$ cat src/rtl/sat_cmd_fifo.sv
`timescale 1ns / 1ps
`default_nettype none
// ----------------------------------------------------------------------------
// sat_cmd_fifo
// Small register queue between the front end and the back end.
// ----------------------------------------------------------------------------
module sat_cmd_fifo #(
  parameter int unsigned WIDTH = 8,
  parameter int unsigned DEPTH = 4
) (
  input  wire logic             clk_i,
  input  wire logic             rst_ni,
  input  wire logic             push_i,
  input  wire logic [WIDTH-1:0] data_i,
  output logic                  full_o,
  input  wire logic             pop_i,
  output logic [WIDTH-1:0]      data_o,
  output logic                  valid_o
);

  localparam int unsigned PW = (DEPTH > 1) ? $clog2(DEPTH) : 1;
  localparam int unsigned NW = $clog2(DEPTH + 1);

  logic [WIDTH-1:0] store_q [DEPTH];
  logic [PW-1:0]    wr_ptr_q, wr_ptr_d;
  logic [PW-1:0]    rd_ptr_q, rd_ptr_d;
  logic [NW-1:0]    count_q, count_d;
  logic             do_push, do_pop;

  assign full_o  = (count_q == NW'(DEPTH));
  assign valid_o = (count_q != '0);
  assign data_o  = store_q[rd_ptr_q];
  assign do_push = push_i && !full_o;
  assign do_pop  = pop_i && valid_o;

  always_comb begin
    wr_ptr_d = wr_ptr_q;
    rd_ptr_d = rd_ptr_q;
    count_d  = count_q;
    if (do_push) begin
      wr_ptr_d = (wr_ptr_q == PW'(DEPTH - 1)) ? '0 : wr_ptr_q + 1'b1;
    end
    if (do_pop) begin
      rd_ptr_d = (rd_ptr_q == PW'(DEPTH - 1)) ? '0 : rd_ptr_q + 1'b1;
    end
    if (do_push && !do_pop) begin
      count_d = count_q + 1'b1;
    end else if (do_pop && !do_push) begin
      count_d = count_q - 1'b1;
    end
  end

  always_ff @(posedge clk_i or negedge rst_ni) begin
    if (!rst_ni) begin
      wr_ptr_q <= '0;
      rd_ptr_q <= '0;
      count_q  <= '0;
    end else begin
      wr_ptr_q <= wr_ptr_d;
      rd_ptr_q <= rd_ptr_d;
      count_q  <= count_d;
    end
  end

  always_ff @(posedge clk_i) begin
    if (do_push) begin
      store_q[wr_ptr_q] <= data_i;
    end
  end

endmodule
`default_nettype wire

$ cat config.mk
export PLATFORM = sky130hd
export DESIGN_NAME = sat_cmd_fifo
export DESIGN_NICKNAME = d
export VERILOG_FILES = /design/src/rtl/sat_cmd_fifo.sv
export SDC_FILE = /design/constraint.sdc
export NUM_CORES = 1
export LEC_CHECK = 0
export BUFFER_PORTS_ARGS = -buffer_cell sky130_fd_sc_hd__buf_2
export CAP_MARGIN = 5
export CORE_AREA = 2 2 77 79
export CTS_CLUSTER_SIZE = 28
export DETAILED_ROUTE_END_ITERATION = 6
export DIE_AREA = 0 0 79 81
export GPL_TIMING_DRIVEN = 0
export SYNTH_ARGS = -nofsm -noshare
export SYNTH_HDL_FRONTEND = slang
export SYNTH_SLANG_ARGS = --single-unit
$ cat constraint.sdc
create_clock -name clk_i -period 2 [get_ports clk_i]
set_input_delay 0.6 -clock clk_i [delete_from_list [all_inputs] [get_ports clk_i]]
set_output_delay 0.6 -clock clk_i [all_outputs]
set_load 0.1 [all_outputs]
# == Word-level counts from Yosys, hierarchy flattened ==
# Memory sizes are Yosys's and may differ from the RTL's.
# Index checks and enable logic that the tools add are counted.
# totals
ff_bits,7
latchBits,0
ram_bits,32
romBits,0
in_bits,12
word_cells,26
memories,1
# memory_table
memory,depth,width,read_ports,rd_ports_with_merged_regs,write_ports,line,text
store_q,4,8,1,0,1,24,logic [WIDTH-1:0] store_q [DEPTH];
# op_classes
add_sub_neg,4
multipliers,0
div,0
n_lt_le_gt_ge,0
n_eq_ne,3
shifts,0
mux,6
n_bitwise,0
reduce_logical,9
# ops
cell,count
2-to-1 mux 3 bit,2
adder 2 x 1 -> 2 bit (second input constant),2
equality test 2 bit (second input constant),2
logical AND 1 bit,4
2-to-1 mux 2 bit,2
adder 3 x 1 -> 3 bit (second input constant),1
equality test 3 bit (second input constant),1
logical NOT 1 bit,3
nonzero test 3 bit,1
subtractor 3 x 1 -> 3 bit (second input constant),1
2-to-1 mux 1 bit,2
nonzero test 2 bit,1

# == Logic depth before layout (Yosys ltp) ==
# depth
word_depth,7
ltp_mapped,9
depth_no_buf,8

# == Worst setup path after synthesis ==
# OpenSTA, ideal clock, no wires.
# synth_path
path_kind,reg2reg
from,register count_q[0]
to,register count_q[1]
t_arrival_ps,2506
t_required_ps,1875
path_slack_ps,-631
stages_incl_launch_ff,8
path_buffers,1
synth_period_minus_slack_ps,2631
path_cell_list,dfrtp_1 -> nor3b_4 -> nor2b_2 -> buf_6 -> ha_1 -> inv_1 -> fa_1 -> mux2_2
# synth_via
word_cells_on_any_way,14
cone_classes,add/sub: 2; eq/ne: 1; mux: 2; reduce/logical: 9
# synth_lines
item,line,text
"start, declared",27,"logic [NW-1:0] count_q, count_d;"
"start signal, assigned",61,count_q <= count_d;
equality test 3 bit,30,assign full_o = (count_q == NW'(DEPTH));
named net full_o,15,"output logic full_o,"
logical NOT 1 bit,33,assign do_push = push_i && !full_o;
logical AND 1 bit,33,
named net do_push,28,"logic do_push, do_pop;"
logical AND 1 bit,46,if (do_push && !do_pop) begin
2-to-1 mux 3 bit,46,
named net count_d[1],27,
# The timed path passes the listed nets, and every way through them passes these cells. The select of a mux whose other input is x is not followed.
# A chain may end at the register's enable or synchronous reset.

# == Worst setup path after layout ==
# layout_path
from,register rd_ptr_q[0]
to,output port data_o[5]
# layout_via
elab_chain_cells,1
# layout_rtl
item,line,text
"start, declared",26,"logic [PW-1:0] rd_ptr_q, rd_ptr_d;"
"start signal, assigned",60,rd_ptr_q <= rd_ptr_d;
memory (4 x 8 bit),-,
"end, declared",17,"output logic [WIDTH-1:0] data_o,"
# Every way passes these cells.

==> out/metrics.yaml <==
synth:
  synth_area_sq_mm: 0.00163
  synth.most_common_cell: "edfxtp_1"
  avgSynthCellArea_sq_um: 20.7
  synthTopCellsByArea: "edfxtp_1 59%, mux4_2 11%, dfrtp_1 11%"
  seq_area_frac_synth_pct: 69.6
  ys_warn_count: 0
  async_flop_share_pct: 17.9
  synth_top_area_share_pct: 58.9
  netlist_instances: 79
  synth_edf_count: 32
  synth_top_area_cell: "edfxtp_1"
  synth_ff_type: "edfxtp_1"
  netlist_top_cells_count: "32 x edfxtp_1, 8 x mux4_2, 7 x dfrtp_1"
  synth_nets: 98
  synthDistinctLibCells: 19
  synth_seq_cells: 39
outcome:
  status: "finished, violations left"
  failed_checks: "negative setup slack"
worst_setup_path:
  cp_top_family: "multiplexers"
  cp.arrival_ps: 1580
  crit_required_ps: 1400
  crit_chain: "buf_12 -> mux4_2 -> buf_8"
  slowest_stage: "mux4_2"
  critPathKind: "reg -> out"
  r2r_slack_ps: 80
  startpoint_type: "register"
  endpoint_kind: "primary output"
  cpPeakStageDelay_ps: 530
  worstPathMaxFanout: 5
  cp_num_buf_inv: 2
floorplan:
  placementRows: 28
  core_sq_mm: 0.00568
  die_y_um: 81
  ioPinCount: 22
  die_area_sq_mm: 0.00640
  die_x_um: 79
  start_util_pct: 28.7
sta:
  rsz0062_at_grt: "true"
  worst_slack_ps: -181
  final.setup.tns_ps: -1340
  drv_slew: 0
  period_share_pct: 109
  fin_worst_skew_ps: 4.21
  max_freq_mhz: 459
  maxSlewHeadroom_pct: 81.3
  setup_violations: 8
  hold_violations: 0
  tightest_slew_ps: 280
  min_period_ps: 2180
  worst_hold_slack_ps: 132
cts:
  cts-root-buf: "clkbuf_8"
  cts_tree: "yes"
  clkSlewWorstSetupHoldPaths_ps: 70
  cts.sinks: 39
  cts_max_level: 2
  clock_latency_ps: 290
  tritoncts.num_buffers: 5
  cts_buffer_depth: 2
detailed_routing:
  drc: 0
  vias_per_cell: 4.25
  dr.pass1.iters: 4
  ant_nets: 0
  routed-via-count: 803
  drt-initial-drc-count: 65
  postRouteWirelength_um: 2860
  wire_per_inst_um: 15.1
final_layout:
  nNetsFinal: 132
  utilization_pct: 37.0
  area_growth_pct: 28.6
  fillers: 529
  drive_gt1_share_pct: 56.1
  antenna_cells: 0
  final_cells: 189
min_path:
  hp-class: "in -> async"
placement:
  dp_hpwl_um: 1920
  dp.cells: 175
  gp_congestion: 0.705
  portBuffers: 21
grt:
  grt_pass1_wl_um: 4620
  met2_usage_pct: 19.2
  grtUsageMet1_pct: 9.27
  grt_remaining_overflow: 0
  grtUsageMet3_pct: 2.78
  grtUsageTotal_pct: 10.1
  grt_max_degree: 13
  grt_most_used_layer: "met2"
  antenna_found_initial: 0
  grt_pass1_vias: 938
run:
  drv_cap: 0
==> placed cells by master, fill, tap and decap left out, types with 2 or more instances in the layout <==
cell,count
and2_2,4
buf_2,11
buf_4,6
buf_6,9
clkbuf_8,5
dfrtp_1,4
dfrtp_2,3
edfxtp_1,32
ha_1,5
inv_1,2
mux2_4,4
mux4_2,8
nor2_1,3
xor2_1,2
==> flip-flops by register name, summed over array words and instances, names as in the netlist <==
| name | count |
|---|---|
| rd_ptr_q | 2 |
| store_q | 32 |
| count_q | 3 |
| wr_ptr_q | 2 |
==> per-stage QoR <==
stage,setup slack [ps],instance area (sq um)
after floorplan,-536,1640
after global placement,-132,1840
after detailed placement,-223,1840
after CTS,-210,2070
after global routing,-225,2100
final,-181,2100
==> layout make-up <==
cell class / count / area, sq um / share of cell area, %
Tap cell: 75 / 93.8 / 4.47
Inverter: 3 / 11.3 / 0.537
Clock buffer: 5 / 68.8 / 3.28
Timing Repair Buffer: 27 / 230 / 11.0
Buffer: 3 / 36.3 / 1.73
Multi-Input combinational cell: 34 / 479 / 22.8
Sequential cell: 39 / 1140 / 54.3
Clock inverter: 3 / 38.8 / 1.85
==> timing repair <==
item                                    in CTS  in global routing
pin swaps                                    3                  1
cloned                                       0                  1
hold buffers                                 0                  0
setup buffers                                5                  0
resized for setup                           27                  2
endpoints found under the setup margin      12                  9
==> routing by layer <==
metal	share of wire (%)	vias to the layer above	wire length, um
li1	-	365	-
met3	5.5	5	156
met1	34	408	958
met4	2.3	0	67
met5	0	-	0
met2	59	25	1680
==> kinds of logic (layout without fill, tap and decap cells) <==
kind of cell	count (synthesis)	in the layout	share of synthesized area, %
buf+inv	6	41	1.92
xor+xnor	3	3	1.61
simple gates	11	11	5.60
flops	39	39	69.6
mux	13	13	15.4
fa+ha+maj	7	7	5.83
==> worst paths after layout <==
path                               end  cells past startpoint         from
min reg2reg                 count_q[2]                      1   count_q[2]
min                        wr_ptr_q[1]                      1       rst_ni
max reg2reg                 count_q[2]                      8   count_q[1]
max in group asynchronous  rd_ptr_q[0]                      1       rst_ni
min in group clk_i          count_q[2]                      1   count_q[2]
max                          data_o[5]                      3  rd_ptr_q[0]
Power is left out: the tool's default activity adds up to more than one toggle a clock period on the data nets, which glitch-free logic cannot reach.
