$ cat src/rtl/sat_pkg.sv
`timescale 1ns / 1ps
`default_nettype none
// ----------------------------------------------------------------------------
// sat_pkg
// Shared beat types, command opcodes, register indexes and back-end states
// for the summed-area table block.
// ----------------------------------------------------------------------------
package sat_pkg;

  localparam int unsigned ValueW  = 24;
  localparam int unsigned BoundW  = 16;
  localparam int unsigned SumW    = 40;
  localparam int unsigned CfgIdxW = 2;
  localparam int unsigned CfgW    = 9;

  localparam logic [CfgIdxW-1:0] CFG_COLS = 2'd0;
  localparam logic [CfgIdxW-1:0] CFG_ROWS = 2'd1;

  localparam logic [CfgW-1:0] CFG_COUNT_RST = 9'd256;

  typedef struct packed {
    logic                     kind;
    logic                     start_of_grid;
    logic signed [ValueW-1:0] value;
    logic signed [BoundW-1:0] first_col;
    logic signed [BoundW-1:0] last_col;
    logic signed [BoundW-1:0] first_row;
    logic signed [BoundW-1:0] last_row;
  } sat_in_t;

  typedef struct packed {
    logic signed [SumW-1:0] sum;
    logic                   not_ready;
  } sat_out_t;

  // input kind codes
  localparam logic KIND_LOAD  = 1'b0;
  localparam logic KIND_QUERY = 1'b1;

  typedef enum logic [1:0] {
    CMD_LOAD,
    CMD_QUERY,
    CMD_EMPTY
  } cmd_op_e;

  typedef enum logic [2:0] {
    ST_IDLE,
    ST_LD_WR,
    ST_Q_RD1,
    ST_Q_RD2,
    ST_Q_RD3,
    ST_Q_SUM,
    ST_Q_OUT
  } sat_state_e;

endpackage
`default_nettype wire

$ cat src/rtl/sat_front.sv
`timescale 1ns / 1ps
`default_nettype none
// ----------------------------------------------------------------------------
// sat_front
// Accepts beats, tracks the load position and row running sum, clamps query
// bounds and turns every beat into one back-end command.
// ----------------------------------------------------------------------------
module sat_front #(
  parameter int unsigned MAX_COLS = 256,
  parameter int unsigned MAX_ROWS = 256,
  parameter int unsigned CW       = $clog2(MAX_COLS),
  parameter int unsigned RW       = $clog2(MAX_ROWS),
  parameter int unsigned RSW      = sat_pkg::ValueW + CW,
  parameter int unsigned CMD_W    = 2 + 2 * CW + 2 * RW + 2 + RSW
) (
  input  wire logic                          clk_i,
  input  wire logic                          rst_ni,
  input  wire logic                          push_i,
  input  wire logic                          full_i,
  input  wire sat_pkg::sat_in_t              in_i,
  input  wire logic                          cfg_we_i,
  input  wire logic [sat_pkg::CfgIdxW-1:0]   cfg_idx_i,
  input  wire logic [sat_pkg::CfgW-1:0]      cfg_data_i,
  output logic                               cmd_push_o,
  output logic [CMD_W-1:0]                   cmd_o
);

  import sat_pkg::*;

  typedef struct packed {
    cmd_op_e        op;
    logic [CW-1:0]  col_a;
    logic [RW-1:0]  row_a;
    logic [CW-1:0]  col_b;
    logic [RW-1:0]  row_b;
    logic           use_col_b;
    logic           use_row_b;
    logic [RSW-1:0] rs;
  } cmd_t;

  logic [CfgW-1:0] cols_q, cols_d, rows_q, rows_d;
  logic [CW-1:0]   col_q, col_d;
  logic [RW-1:0]   row_q, row_d;
  logic [RSW-1:0]  rs_q, rs_d;
  logic            ready_q, ready_d;

  logic [CW-1:0]   last_col;
  logic [RW-1:0]   last_row;
  logic [CW-1:0]   c;
  logic [RW-1:0]   r;
  logic            restart;
  logic [RSW-1:0]  rs_new;
  logic [CW-1:0]   fc, lc;
  logic [RW-1:0]   fr, lr;
  logic            accept;
  cmd_t            cmd;

  function automatic logic [BoundW-1:0] clamp_idx(logic signed [BoundW-1:0] v,
                                                   logic [BoundW-1:0] last);
    if (v < 0) begin
      return '0;
    end else if (v > $signed(last)) begin
      return last;
    end
    return v;
  endfunction

  // a count of zero acts as one, a count above the maximum as the maximum
  always_comb begin
    if (cols_q == '0) begin
      last_col = '0;
    end else if (int'(cols_q) > MAX_COLS) begin
      last_col = CW'(MAX_COLS - 1);
    end else begin
      last_col = CW'(cols_q - 9'd1);
    end
    if (rows_q == '0) begin
      last_row = '0;
    end else if (int'(rows_q) > MAX_ROWS) begin
      last_row = RW'(MAX_ROWS - 1);
    end else begin
      last_row = RW'(rows_q - 9'd1);
    end
  end

  assign accept     = push_i && !full_i;
  assign cmd_push_o = accept;
  assign cmd_o      = cmd;

  assign restart = in_i.start_of_grid || (col_q > last_col) || (row_q > last_row);
  assign c       = restart ? '0 : col_q;
  assign r       = restart ? '0 : row_q;
  assign rs_new  = ((c == '0) ? '0 : rs_q)
                 + {{(RSW - ValueW){in_i.value[ValueW-1]}}, in_i.value};

  assign fc = CW'(clamp_idx(in_i.first_col, BoundW'(last_col)));
  assign lc = CW'(clamp_idx(in_i.last_col,  BoundW'(last_col)));
  assign fr = RW'(clamp_idx(in_i.first_row, BoundW'(last_row)));
  assign lr = RW'(clamp_idx(in_i.last_row,  BoundW'(last_row)));

  always_comb begin
    cmd = '0;
    if (in_i.kind == KIND_LOAD) begin
      cmd.op        = CMD_LOAD;
      cmd.col_a     = c;
      cmd.row_a     = r;
      cmd.col_b     = c;
      cmd.row_b     = r - 1'b1;
      cmd.use_row_b = (r != '0);
      cmd.rs        = rs_new;
    end else begin
      cmd.op        = ready_q ? CMD_QUERY : CMD_EMPTY;
      cmd.col_a     = lc;
      cmd.row_a     = lr;
      cmd.col_b     = fc - 1'b1;
      cmd.row_b     = fr - 1'b1;
      cmd.use_col_b = (fc != '0);
      cmd.use_row_b = (fr != '0);
    end
  end

  always_comb begin
    cols_d  = cols_q;
    rows_d  = rows_q;
    col_d   = col_q;
    row_d   = row_q;
    rs_d    = rs_q;
    ready_d = ready_q;
    if (cfg_we_i) begin
      if (cfg_idx_i == CFG_COLS || cfg_idx_i == CFG_ROWS) begin
        if (cfg_idx_i == CFG_COLS) begin
          cols_d = cfg_data_i;
        end else begin
          rows_d = cfg_data_i;
        end
        col_d   = '0;
        row_d   = '0;
        rs_d    = '0;
        ready_d = 1'b0;
      end
    end else if (accept && in_i.kind == KIND_LOAD) begin
      rs_d = rs_new;
      if (c == '0 && r == '0) begin
        ready_d = 1'b0;
      end
      if (c == last_col) begin
        col_d = '0;
        if (r == last_row) begin
          row_d   = '0;
          ready_d = 1'b1;
        end else begin
          row_d = r + 1'b1;
        end
      end else begin
        col_d = c + 1'b1;
        row_d = r;
      end
    end
  end

  always_ff @(posedge clk_i or negedge rst_ni) begin
    if (!rst_ni) begin
      cols_q  <= CFG_COUNT_RST;
      rows_q  <= CFG_COUNT_RST;
      col_q   <= '0;
      row_q   <= '0;
      rs_q    <= '0;
      ready_q <= 1'b0;
    end else begin
      cols_q  <= cols_d;
      rows_q  <= rows_d;
      col_q   <= col_d;
      row_q   <= row_d;
      rs_q    <= rs_d;
      ready_q <= ready_d;
    end
  end

endmodule
`default_nettype wire

$ cat config.mk
export PLATFORM = sky130hd
export DESIGN_NAME = sat_front
export DESIGN_NICKNAME = d
export VERILOG_FILES = /design/src/rtl/sat_pkg.sv /design/src/rtl/sat_front.sv
export SDC_FILE = /design/constraint.sdc
export NUM_CORES = 1
export LEC_CHECK = 0
export BUFFER_PORTS_ARGS = -buffer_cell sky130_fd_sc_hd__clkbuf_2
export CAP_MARGIN = 10
export CORE_MARGIN = 10
export CORE_UTILIZATION = 30
export CTS_BUF_LIST = sky130_fd_sc_hd__clkbuf_8 sky130_fd_sc_hd__clkbuf_16
export DETAILED_ROUTE_END_ITERATION = 6
export PLACE_DENSITY_LB_ADDON = 0.25
export RECOVER_POWER = 50
export SKIP_LAST_GASP = 1
export SLEW_MARGIN = 10
export SYNTH_ARGS = -nofsm -noshare
export SYNTH_HDL_FRONTEND = slang
export SYNTH_SLANG_ARGS = --single-unit
$ cat constraint.sdc
create_clock -name clk_i -period 10.25 [get_ports clk_i]
set_clock_uncertainty 0.2 [all_clocks]
set_input_delay 1.5375 -clock clk_i [delete_from_list [all_inputs] [get_ports clk_i]]
set_output_delay 1.5375 -clock clk_i [all_outputs]
set_load 0.05 [all_outputs]
# After elaboration in Yosys (flattened, before gate mapping)
# Cells that the tools add are included.
op_classes:
  add_sub_neg: 8
  n_mux: 49
  eq_ne: 4
  reduce_logical: 19
  bitwise_logic: 2
  order_cmp: 12
ops:
  columns: ["op", "n"]
  rows:
  - ["$mux 8", 26]
  - ["$mux 32", 5]
  - ["$gt 16x9->1", 4]
  - ["$lt 16x1->1 const B", 4]
  - ["$sub 8x1->8 const B", 5]
  - ["$mux 34", 1]
  - ["$add 32x32->32", 1]
  - ["$reduce_bool 8->1", 3]
  - ["$gt 9x9->1 const B", 2]
  - ["$logic_not 9->1", 2]
  - ["$add 8x1->8 const B", 2]
  - ["$eq 8x8->1", 2]
  - ["$gt 8x8->1", 2]
  - ["$logic_not 8->1", 2]
  - ["$mux 1", 16]
  - ["$reduce_and 3->1", 2]
  - ["$logic_and 1x1->1", 3]
  - ["$logic_or 1x1->1", 3]
  - ["$eq 2x1->1 const B", 1]
  - ["$logic_not 2->1", 1]
  - ["$mux 2", 1]
  - ["$ne 2x1->1 const B", 1]
  - ["$not 1->1", 2]
  - ["$reduce_and 2->1", 1]
  - ["other kinds (2)", 2]
totals:
  wordCells: 100
  input_bits: 106
  ff_bits: 67

# Logic depth before layout (Yosys ltp)
# Gate-level depths: netlist of the first run.
depth:
  ltp_word: 14
  ltp_mapped: 35
  ltp_nobuf: 30

# Worst setup path before layout of the first run
# No wires, ideal clock.
synth_timing:
  path_kind: "reg-to-output"
  from: "reg rows_q[0]"
  to: "out cmd_o[31]"
  path_slack_ns: 0.941
  arrival_ns: 7.572
  required_ns: 8.512
  path_stages_with_launch: 32
  cell_sequence: "dfrtp_1 > buf_6 > or4_1 > buf_2 > or3_4 > and2_4 > o21a_1 > ha_1 > a21o_1 > a21o_1 > a211o_1 > o21bai_1 > and2_1 > clkbuf_1 > clkbuf_1 > clkbuf_1 > nand2_1 > ha_1 > a21boi_1 > clkbuf_1 > nor2_1 > ha_1 > o21a_1 > a211o_1 > a221oi_1 > o211a_1 > o21a_1 > o21ai_0 > o41ai_1 > xnor2_1 > xor2_1 > nor2_1"
synth_between:
  elab_chain_cells: 10
  elab_cells_between_ends: 12
synth_rtl:
  columns: ["item", "line", "rtl"]
  rows:
  - ["start, declared", "sat_front.sv:41", "logic [CfgW-1:0] cols_q, cols_d, rows_q, rows_d;"]
  - ["start signal, assigned", "sat_front.sv:171", "rows_q <= rows_d;"]
  - ["$sub 8x1->8 / $gt 9x9->1 (equally long branches)", "sat_front.sv:82, sat_front.sv:79", null]
  - ["$mux 8", "sat_front.sv:79", "end else if (int'(rows_q) > MAX_ROWS) begin"]
  - ["$mux 8 (*)", "sat_front.sv:77", "if (rows_q == '0) begin"]
  - ["$gt 8x8->1 (*)", "sat_front.sv:90", "assign restart = in_i.start_of_grid || (col_q > last_col) || (row_q > last_row);"]
  - ["$logic_or 1x1->1 (*)", "sat_front.sv:90", null]
  - ["$mux 8 (*)", "sat_front.sv:91", "assign c = restart ? '0 : col_q;"]
  - ["$logic_not 8->1 (*)", "sat_front.sv:93", "assign rs_new = ((c == '0) ? '0 : rs_q)"]
  - ["$mux 32 (*)", "sat_front.sv:93", null]
  - ["$add 32x32->32 (*)", "sat_front.sv:94", "+ {{(RSW - ValueW){in_i.value[ValueW-1]}}, in_i.value};"]
  - ["$mux 32 (*)", "sat_front.sv:103", "if (in_i.kind == KIND_LOAD) begin"]
  - ["end, declared", "sat_front.sv:25", "output logic [CMD_W-1:0] cmd_o"]
# Mark *: on every way between the ends. The rest lies on a longest branch, timed or not.

# Worst setup path after layout of the first run
layout_timing:
  from: "reg cols_q[0]"
  to: "out cmd_o[30]"
layout_between:
  elab_chain_cells: 11
  elab_cells_between_ends: 13
layout_rtl:
  columns: ["item", "line", "rtl"]
  rows:
  - ["start, declared", "sat_front.sv:41", null]
  - ["start signal, assigned", "sat_front.sv:170", "cols_q <= cols_d;"]
  - ["$sub 8x1->8 / $gt 9x9->1 (equally long branches)", "sat_front.sv:75, sat_front.sv:72", null]
  - ["$mux 8", "sat_front.sv:72", "end else if (int'(cols_q) > MAX_COLS) begin"]
  - ["$mux 8 (*)", "sat_front.sv:70", "if (cols_q == '0) begin"]
  - ["$gt 8x8->1 (*)", "sat_front.sv:90", null]
  - ["$logic_or 1x1->1 (*) (2 in series)", "sat_front.sv:90", null]
  - ["$mux 8 (*)", "sat_front.sv:91", null]
  - ["$logic_not 8->1 (*)", "sat_front.sv:93", null]
  - ["$mux 32 (*)", "sat_front.sv:93", null]
  - ["$add 32x32->32 (*)", "sat_front.sv:94", null]
  - ["$mux 32 (*)", "sat_front.sv:103", null]
# Marked as above.

==> impl_metrics.tcl, run 1 <==
set metrics [dict create \
    grt_max_degree 85 \
    syn_area_per_cell_sq_um 7.76 \
    clockBufferDepth 2 \
    rows 59 \
    p_per_area_mw_per_mm2 125 \
    finalCritPeriodShare 0.939 \
    power_leakage_nw 4.40 \
    ys_seq_area_frac 0.210 \
    min_from "rs_q[19]" \
    grt_pass1_wl_mm 43.1 \
    worstSetupPathType "reg2out" \
    postCtsSetupBuffers 0 \
    grt_overflow_total 0 \
    fp.dieW_um 183 \
    worstMarginPinSlew_ns 3.91 \
    ant_nets 0 \
    path_clk_slew_ns 0.06 \
    grt_antenna_before_repair 2 \
    crit_family "compound AO/OA/AOI/OAI gates" \
    cts.sinks 67 \
    fill_cells 2785 \
    end_kind "output port" \
    final_layout_size_suffix_gt1_frac 0.208 \
    cts_buffers 9 \
    core_area_sq_mm 0.0261 \
    worstSetupStartpoint "cols_q[0]" \
    ir_drop_mv 0.0823 \
    wirelength_mm 27.4 \
    netlist_area_sq_mm 0.00799 \
    regArea_sq_mm 0.00168 \
    crit_arrival_ns 7.89 \
    synthToLayoutAreaGrowth_pct 18.9 \
    cp_max_fo 20 \
    relSlewSlack -1.61 \
    initial_core_util 0.306 \
    cap_viol_max_count 1 \
    io_pins 175 \
    drtIter0Drc 582 \
    status "finished, violations left" \
    rsz0062_at_grt "false" \
    die_y_um 183 \
    clk_latency_ns 0.34 \
    holdWs_ns 0.279 \
    violations "capacitance limit, slew limit" \
    synth_nets 1224 \
    wl_per_cell_um 18.0 \
    cp.required_ns 8.51 \
    critical_path.max_stage_delay_ns 0.55 \
    ys_types 77 \
    cts_tree "done" \
    r2r_slack_ns 2.61 \
    max_freq_ghz 0.104 \
    path_buf_inv 5 \
    synth-edff-count 0 \
    htree_levels 3 \
    place_hpwl_mm 21.3 \
    cpMostUsedCell "ha_1" \
    critPathSlowestCell "or4_1" \
    ys_ff_latch 67 \
    viasPerCell 5.47 \
    dominantRegCellSynth "dfrtp_1" \
    first_global_vias 8095 \
    first_pass_iters 5 \
    hp-class "reg2reg" \
    setup_viol 0 \
    layout.nets 1375 \
    yosysWarnings 0 \
    final-hold-violation-count 0 \
    start_kind "flip-flop" \
    synth_async_sr_flop_share 1.00 \
    setup-tns-final_ns 0 \
    grtUsageTotal 0.157 \
    multi_input_area_sq_mm 0.00586 \
    place_congestion 0.873 \
    syn_inst 1029 \
    cts_root_buf "clkbuf_16" \
    drv_slew 68 \
    vias 8315 \
    dieArea_sq_mm 0.0335 \
    drcViolationCount 0 \
    antenna_cells 0 \
    regToRegStartpoint "cols_q[0]" \
    period_needed_ns 9.62 \
    portBuffers 174 \
]
final cells by class:
type                    count  share of cell area
multi-input cells         844               0.617
clock inverters             3             0.00211
clock buffers              13              0.0295
flip-flops and latches     67               0.177
repair buffers            191               0.104
well taps                 335              0.0441
inverters                  67              0.0265
sequential cells by signal, indices dropped and copies added (netlist names):
name	flops
rs_q	32
cols_q	9
rows_q	9
col_q	8
row_q	8
ready_q	1
Yosys cell counts, drive strengths merged (5+ instances only):
library cell	count	share of area
a21oi	46	0.029
a22o	14	0.015
o211ai	12	0.011
mux2	25	0.035
o21a	19	0.018
nor4b	6	0.0074
nor3	20	0.013
or3	23	0.019
and2	8	0.0069
dfrtp	65	0.20
a211o	6	0.0066
a211oi	7	0.0066
nand4	16	0.013
clkbuf	43	0.020
mux2i	12	0.015
o31ai	15	0.014
a31oi	20	0.016
ha	88	0.14
or2	7	0.0055
xor2	20	0.022
nor4	16	0.013
o21bai	6	0.0056
nor2b	22	0.017
a21boi	8	0.0080
o22ai	32	0.025
a21o	21	0.020
xnor2	31	0.034
or4	8	0.0080
and3	6	0.0047
buf	8	0.0061
nand2	85	0.040
nor2	116	0.055
nor3b	5	0.0047
o21ai	44	0.028
nand3	14	0.0088
nand2b	13	0.010
a32oi	6	0.0066
inv	67	0.031
a221oi	5	0.0055
metrics by stage:
stage	setup slack [ns]	instance area, sq um	std cells	utilization	total power [W]
floorplan	0.941	7990	1029	-	0.000710
global placement	1.05	9210	1504	0.352	0.000870
detailed placement	0.896	9210	1504	0.352	0.000874
CTS	0.471	9510	1520	0.364	0.00119
global route	0.0699	9500	1520	0.363	0.00127
finish	0.626	9500	1520	0.363	0.00119
cells in the final DEF, fill, tap and decap left out, types with 9 or more instances in the layout:
cell | Yosys | layout
clkbuf_16 | 0 | 9
nand2b_1 | 13 | 13
o21ai_0 | 41 | 40
a22o_1 | 14 | 14
mux2i_1 | 12 | 12
a21oi_1 | 46 | 46
mux2_2 | 25 | 25
ha_1 | 88 | 88
o31ai_1 | 15 | 15
a21o_1 | 21 | 21
nor4_1 | 16 | 16
nand2_1 | 84 | 85
nor3_1 | 20 | 20
o21a_1 | 19 | 19
o22ai_1 | 32 | 32
nor2_1 | 116 | 116
a31oi_1 | 20 | 20
xor2_1 | 20 | 20
nand4_1 | 16 | 16
or3_1 | 22 | 22
o211ai_1 | 12 | 12
xnor2_1 | 31 | 31
buf_4 | 0 | 15
clkbuf_2 | 0 | 169
nand3_1 | 14 | 14
inv_1 | 67 | 67
dfrtp_1 | 65 | 65
nor2b_1 | 22 | 22
cell families after synthesis:
logic type | synth area share
simple gates | 0.235
compound gates | 0.251
buf+inv | 0.0578
fa+ha+maj | 0.140
flops | 0.210
xor+xnor | 0.0559
mux | 0.0503
path summary, 6_finish.rpt:
check | end | cells past startpoint
max in group asynchronous | rs_q[14] | 2
min in group asynchronous | rs_q[24] | 2
worst min-delay path | rs_q[19] | 2
worst min register to register | rs_q[19] | 2
worst max-delay path | cmd_o[30] | 30
worst max register to register | rs_q[30] | 29
power by group:
part	internal, W	leakage, nW	switching (W)
combinational	0.000197	3.37	0.000355
clock	0.000190	0.144	0.000124
sequential	0.000289	0.882	0.0000308
total	0.000676	4.40	0.000509
worst reg2reg max path: cells and delay by family (launching register included):
kind,cells,cell delay [ns]
fa+ha+maj,5,1.06
flops,1,0.41
buf+inv,4,0.72
compound gates,10,2.66
simple gates,9,2.27
xor+xnor,1,0.22
what timing repair did:
| item | CTS | global route |
|---|---|---|
| hold buffers | 0 | 0 |
| endpoints found under the hold margin | 0 | 0 |
| gates resized for setup | 0 | 2 |
| endpoints found under the setup margin | 0 | 6 |
routing by layer:
metal	up-vias	GRT usage	wire length, um
li1	4104	-	-
met3	27	0.0460	2100
met1	3885	0.210	13200
met5	-	0	27
met4	4	0.0354	378
met2	295	0.242	11700
No activity file was read; power rests on OpenSTA's default activity.
==> run 2: changes to the inputs <==
--- a/config.mk
+++ b/config.mk
@@ -7,6 +7,7 @@
 export LEC_CHECK = 0
 export BUFFER_PORTS_ARGS = -buffer_cell sky130_fd_sc_hd__clkbuf_2
 export CAP_MARGIN = 10
+export CORE_ASPECT_RATIO = 1.2
 export CORE_MARGIN = 10
 export CORE_UTILIZATION = 30
 export CTS_BUF_LIST = sky130_fd_sc_hd__clkbuf_8 sky130_fd_sc_hd__clkbuf_16
==> run 2 against run 1 <==
Net effect: the run still ends with capacitance limit, slew limit left; largest power group unchanged; first-iteration DRC count is 23% lower; count of clock-buffer cells in the layout is 3 lower; flip-flop and latch count is the same; sequential share of layout area about the same.
==> impl_metrics.tcl, run 2 (synthesis results as in run 1) <==
set metrics [dict create \
    hold_buffers 0 \
    place_hpwl_mm 21.2 \
    final-hold-violation-count 0 \
    min_from "rs_q[17]" \
    max_freq_ghz 0.105 \
    p_per_area_mw_per_mm2 125 \
    grt_antenna_before_repair 1 \
    layout_commonest_cell "clkbuf_2" \
    routed.top_layer "met4" \
    end_kind "output port" \
    top_regs "rs_q (32), cols_q (9), rows_q (9)" \
    cpMostUsedCell "ha_1" \
    violations "capacitance limit, slew limit" \
    cp_max_fo 28 \
    crit_family "compound AO/OA/AOI/OAI gates" \
    drtIter0Drc 451 \
    final_layout_size_suffix_gt1_frac 0.208 \
    period_needed_ns 9.55 \
    met2WireLength_mm 12.5 \
    rsz0062_at_grt "false" \
    rows 65 \
    setup_viol 0 \
    start_kind "flip-flop" \
    r2r_cells 27 \
    largest_register_ffs 32 \
    ant_nets 0 \
    worstMarginPinSlew_ns 3.87 \
    portBuffers 174 \
    holdPathEnd "rs_q[17]" \
    crit_arrival_ns 7.82 \
    ir_drop_mv 0.0822 \
    path_clk_slew_ns 0.06 \
    fp.dieW_um 169 \
    cap_viol_max_count 4 \
    drt-met1-wl_mm 11.8 \
    setup-tns-final_ns 0 \
    htree_levels 3 \
    grt_pass1_wl_mm 43.2 \
    first_global_vias 8144 \
    layout.nets 1376 \
    regToRegStartpoint "rows_q[0]" \
    viasPerCell 5.37 \
    status "finished, violations left" \
    hp-class "reg2reg" \
    whs_path_depth 2 \
    worstSetupPathType "reg2out" \
    path_buf_inv 3 \
    clockBufferDepth 2 \
    cts_tree "done" \
    fin_area_sq_mm 0.00951 \
    first_pass_iters 5 \
    postCtsSetupBuffers 0 \
    power_leakage_nw 4.40 \
    grtUsageTotal 0.156 \
    place_congestion 0.920 \
    wirelength_mm 27.0 \
    drcViolationCount 0 \
    vias 8176 \
    io_pins 175 \
    grt_max_degree 68 \
    r2r_slack_ns 2.64 \
    critPathSlowestCell "or4_1" \
    route.met3.wl_mm 2.30 \
    regMostFlops "rs_q" \
    cp.required_ns 8.51 \
    cts.sinks 67 \
    cts_buffers 9 \
    critical_path.max_stage_delay_ns 0.71 \
    drv_slew 161 \
    die_y_um 199 \
    rr_endpoint "rs_q[30]" \
    synthToLayoutAreaGrowth_pct 19.1 \
    wl_per_cell_um 17.7 \
    place_area_sq_mm 0.00922 \
    core_area_sq_mm 0.0263 \
    relSlewSlack -1.58 \
    finalCritPeriodShare 0.932 \
    cts_root_buf "clkbuf_16" \
    dieArea_sq_mm 0.0336 \
    final_cell_mix "170 x clkbuf_2, 116 x nor2_1, 88 x ha_1, 84 x nand2_1, 69 x inv_1" \
    initial_core_util 0.304 \
    clk_latency_ns 0.33 \
    grt_overflow_total 0 \
]
## run 2: cell count changes in the layout (fill, tap and decap cells not counted), moves of 2 or more
cell	delta
o21ai_1	-2
o21ai_0	+2
inv_1	+2
clkbuf_8	-3
clkbuf_1	+2
## run 2: report_power, final
group	internal [W]	switching (W)	total (W)
logic	0.000197	0.000351	0.000548
clock network	0.000193	0.000122	0.000315
registers	0.000289	0.0000312	0.000320
## run 2: worst max-delay path by stage
stage | cells past startpoint | slack (ns) | startpoint | endpoint
3_3_place_gp | 28 | 0.97 | rows_q[0] | cmd_o[31]
6_report | 28 | 0.70 | rows_q[0] | cmd_o[30]
3_5_place_dp | 28 | 0.76 | rows_q[0] | cmd_o[31]
5_1_grt | 30 | 0.06 | rows_q[0] | cmd_o[30]
4_1_cts | 28 | 0.36 | rows_q[0] | cmd_o[31]
2_1_floorplan | 31 | 0.94 | rows_q[0] | cmd_o[31]
## run 2: worst register-to-register path: cells and delay by family (launching register included)
kind | cells | cell delay [ns]
compound gates | 14 | 3.13
xor+xnor | 1 | 0.21
buf+inv | 2 | 0.46
fa+ha+maj | 3 | 0.84
flops | 1 | 0.46
simple gates | 7 | 2.12
## run 2: cell type report
type | instances | area [sq um]
Fill cell | 2810 | 16800
Multi-Input combinational cell | 844 | 5870
Sequential cell | 67 | 1680
Timing Repair Buffer | 192 | 987
Tap cell | 335 | 419
Inverter | 67 | 251
Clock buffer | 10 | 239
Clock inverter | 6 | 58.8
Antenna cell | 1 | 2.50
## run 2: metal layers
| layer | GRT usage | vias to the layer above |
|---|---|---|
| li1 | - | 4091 |
| met1 | 0.194 | 3816 |
| met2 | 0.261 | 241 |
| met3 | 0.0448 | 28 |
| met4 | 0.0374 | 0 |
| met5 | 0 | - |
## run 2: stage by stage
stage | setup slack, ns | instances | hold slack, ns | utilization | total power [W]
6_report | 0.697 | 1522 | 0.273 | 0.362 | 0.00118
5_1_grt | 0.0627 | 1521 | 0.302 | 0.362 | 0.00127
4_1_cts | 0.359 | 1521 | 0.281 | 0.362 | 0.00120
3_5_place_dp | 0.762 | 1505 | 0.267 | 0.351 | 0.000872
3_3_place_gp | 0.973 | 1505 | 0.257 | 0.351 | 0.000869
2_1_floorplan | 0.941 | 1029 | 0.241 | - | 0.000710
## run 2: repair_timing
action	CTS	global route
endpoints found under the setup margin	0	3
resized for setup	0	2
endpoints found under the hold margin	0	0
==> run 3: changes to the inputs <==
--- a/config.mk
+++ b/config.mk
@@ -5,6 +5,7 @@
 export SDC_FILE = /design/constraint.sdc
 export NUM_CORES = 1
 export LEC_CHECK = 0
+export ABC_AREA = 1
 export BUFFER_PORTS_ARGS = -buffer_cell sky130_fd_sc_hd__clkbuf_2
 export CAP_MARGIN = 10
 export CORE_ASPECT_RATIO = 1.2
==> run 3 against run 2 <==
Net effect: the run still ends with capacitance limit, slew limit left; utilization down 0.19 points; synthesized area up 0.56%; sequential power down 5%; largest power group unchanged; first-iteration DRC count up 9.1%; largest cell class unchanged; power up 3.1%; fmax up 6.1%; flip-flop and latch count unchanged; cell area down 0.22%; cell count up 15%; count of clock-buffer cells in the layout unchanged; critical path type is now in2reg; highest routed layer unchanged; die area up 0.50%; combinational power up 9.5%.
==> impl_metrics.tcl, run 3 <==
set metrics [dict create \
    wl_per_cell_um 16.1 \
    crit_path_cell_trace "clkbuf_2 > clkbuf_1 > nor4_1 > inv_1 > nand2_1 > clkbuf_1 > inv_1 > o31ai_1" \
    grt_overflow_total 0 \
    ys_ff_latch 67 \
    finalCritPeriodShare 0.878 \
    io_pins 175 \
    synth_nets 1437 \
    cap_viol_max_count 4 \
    top_regs "rs_q (32), cols_q (9), rows_q (9)" \
    cp_max_fo 63 \
    final_layout_size_suffix_gt1_frac 0.163 \
    yosys.area.top_type "dfrtp_1" \
    critical_path.max_stage_delay_ns 2.16 \
    initial_core_util 0.305 \
    regMostFlops "rs_q" \
    grtUsageTotal 0.164 \
    syn_area_per_cell_sq_um 6.47 \
    wirelength_mm 28.1 \
    ant_nets 0 \
    viasPerCell 5.03 \
    clockBufferDepth 2 \
    end_kind "flip-flop" \
    place_congestion 0.914 \
    synth-edff-count 0 \
    dominantRegCellSynth "dfrtp_1" \
    path_clk_slew_ns 0.06 \
    die_y_um 199 \
    grt_antenna_before_repair 0 \
    relSlewSlack -1.59 \
    drtIter0Drc 492 \
    post_cts_resized 0 \
    max_freq_ghz 0.111 \
    crit_arrival_ns 9.04 \
    cp.required_ns 10.29 \
    ys_types 49 \
    power_leakage_nw 5.01 \
    final-hold-violation-count 0 \
    hp-class "reg2reg" \
    dp.cells 1727 \
    cts_buffers 9 \
    synth_common_cells "306 x nand2_1, 158 x inv_1, 146 x nor2_1" \
    fp.dieW_um 169 \
    dieArea_sq_mm 0.0337 \
    layout.nets 1598 \
    fill_cells 2947 \
    first_pass_iters 5 \
    ir_drop_mv 0.0655 \
    synthTopCellsByArea "dfrtp_1 20%, nand2_1 14%, ha_1 14%" \
    htree_levels 3 \
    first_global_vias 8855 \
    layout_commonest_cell "nand2_1" \
    vias 8768 \
    instances_no_fill 1743 \
    postCtsSetupBuffers 0 \
    drcViolationCount 0 \
    rows 65 \
    period_needed_ns 9.00 \
    worstMarginPinSlew_ns 3.88 \
    violations "capacitance limit, slew limit" \
    synth_async_sr_flop_share 1.00 \
    synth_top_area_frac 0.203 \
    grt_pass1_wl_mm 45.2 \
    critPathSlowestCell "nor4_1" \
    setup-tns-final_ns 0 \
    netlist_area_sq_mm 0.00803 \
    cts_root_buf "clkbuf_16" \
    portBuffers 174 \
    rsz0062_at_grt "false" \
    status "finished, violations left" \
    place_hpwl_mm 22.7 \
    worstSetupPathType "in2reg" \
    grt_max_degree 68 \
    synth.most_common_cell "nand2_1" \
    ys_seq_area_frac 0.209 \
    cts.sinks 67 \
    p_per_area_mw_per_mm2 129 \
    cts_tree "done" \
    clk_latency_ns 0.35 \
    core_area_sq_mm 0.0264 \
    antenna_cells 0 \
    largest_register_ffs 32 \
    syn_inst 1242 \
    final_cell_mix "306 x nand2_1, 171 x clkbuf_2, 161 x inv_1, 146 x nor2_1, 90 x o21ai_0" \
    drv_slew 181 \
    setup_viol 0 \
    synthToLayoutAreaGrowth_pct 18.1 \
    hold_buffers 0 \
    start_kind "input pin" \
    yosysWarnings 0 \
]
run 3: cells by family (layout without fill, tap and decap cells):
| kind of cell | after synthesis | count (layout) | share of synthesized area |
|---|---|---|---|
| AND/OR/NAND/NOR | 596 | 596 | 0.328 |
| AO/OA/AOI/OAI | 247 | 247 | 0.178 |
| buffers and inverters | 200 | 366 | 0.0985 |
| adder cells (fa/ha/maj) | 89 | 89 | 0.140 |
| flip-flops | 67 | 67 | 0.209 |
| XOR/XNOR | 43 | 43 | 0.0469 |
run 3: critical path, delay by kind of cell:
kind / cells / cell delay, ns
AOI/OAI and AO/OA: 1 / 0.41
buffers and inverters: 5 / 4.65
and+or+nand+nor: 2 / 2.38
run 3: final timing paths:
kind | start | endpoint | slack (ns) | cells past startpoint
setup / recovery | in_i[89] | rs_q[2] | 1.25 | 8
min in group asynchronous | rst_ni | rs_q[10] | 2.42 | 2
hold reg to reg | rs_q[24] | rs_q[24] | 0.28 | 2
max in group asynchronous | rst_ni | col_q[3] | 5.21 | 2
hold / removal | rs_q[24] | rs_q[24] | 0.28 | 2
setup reg to reg | cols_q[0] | rs_q[22] | 3.37 | 32
run 3: layout make-up:
class	instances	area (sq um)	share of cell area
Clock buffer	10	239	0.0252
Clock inverter	6	58.8	0.00620
Inverter	169	634	0.0669
Multi-Input combinational cell	975	5550	0.585
Sequential cell	67	1680	0.177
Tap cell	335	419	0.0442
Timing Repair Buffer	181	910	0.0959
run 3: power breakdown:
part	switching [W]	leakage [nW]	internal, W
logic	0.000423	3.97	0.000177
clock network	0.000124	0.151	0.000193
registers	0.0000156	0.888	0.000288
total	0.000562	5.01	0.000658
run 3: stage by stage:
stage | hold WS [ns] | setup WS (ns) | util | power (W) | instance area (sq um)
2_1_floorplan | 0.249 | 3.20 | - | 0.000736 | 8030
3_3_place_gp | 0.264 | 1.71 | 0.350 | 0.000908 | 9220
3_5_place_dp | 0.267 | 1.70 | 0.350 | 0.000911 | 9220
4_1_cts | 0.286 | 1.30 | 0.361 | 0.00123 | 9510
5_1_grt | 0.311 | 0.584 | 0.360 | 0.00132 | 9490
6_report | 0.279 | 1.25 | 0.360 | 0.00122 | 9490
run 3: metal layers:
metal	global-route usage	vias up	wire length, um
met4	0.0662	0	878
li1	-	4474	-
met2	0.308	228	14600
met3	0.0254	57	1500
met5	0	-	0
met1	0.177	4009	11100
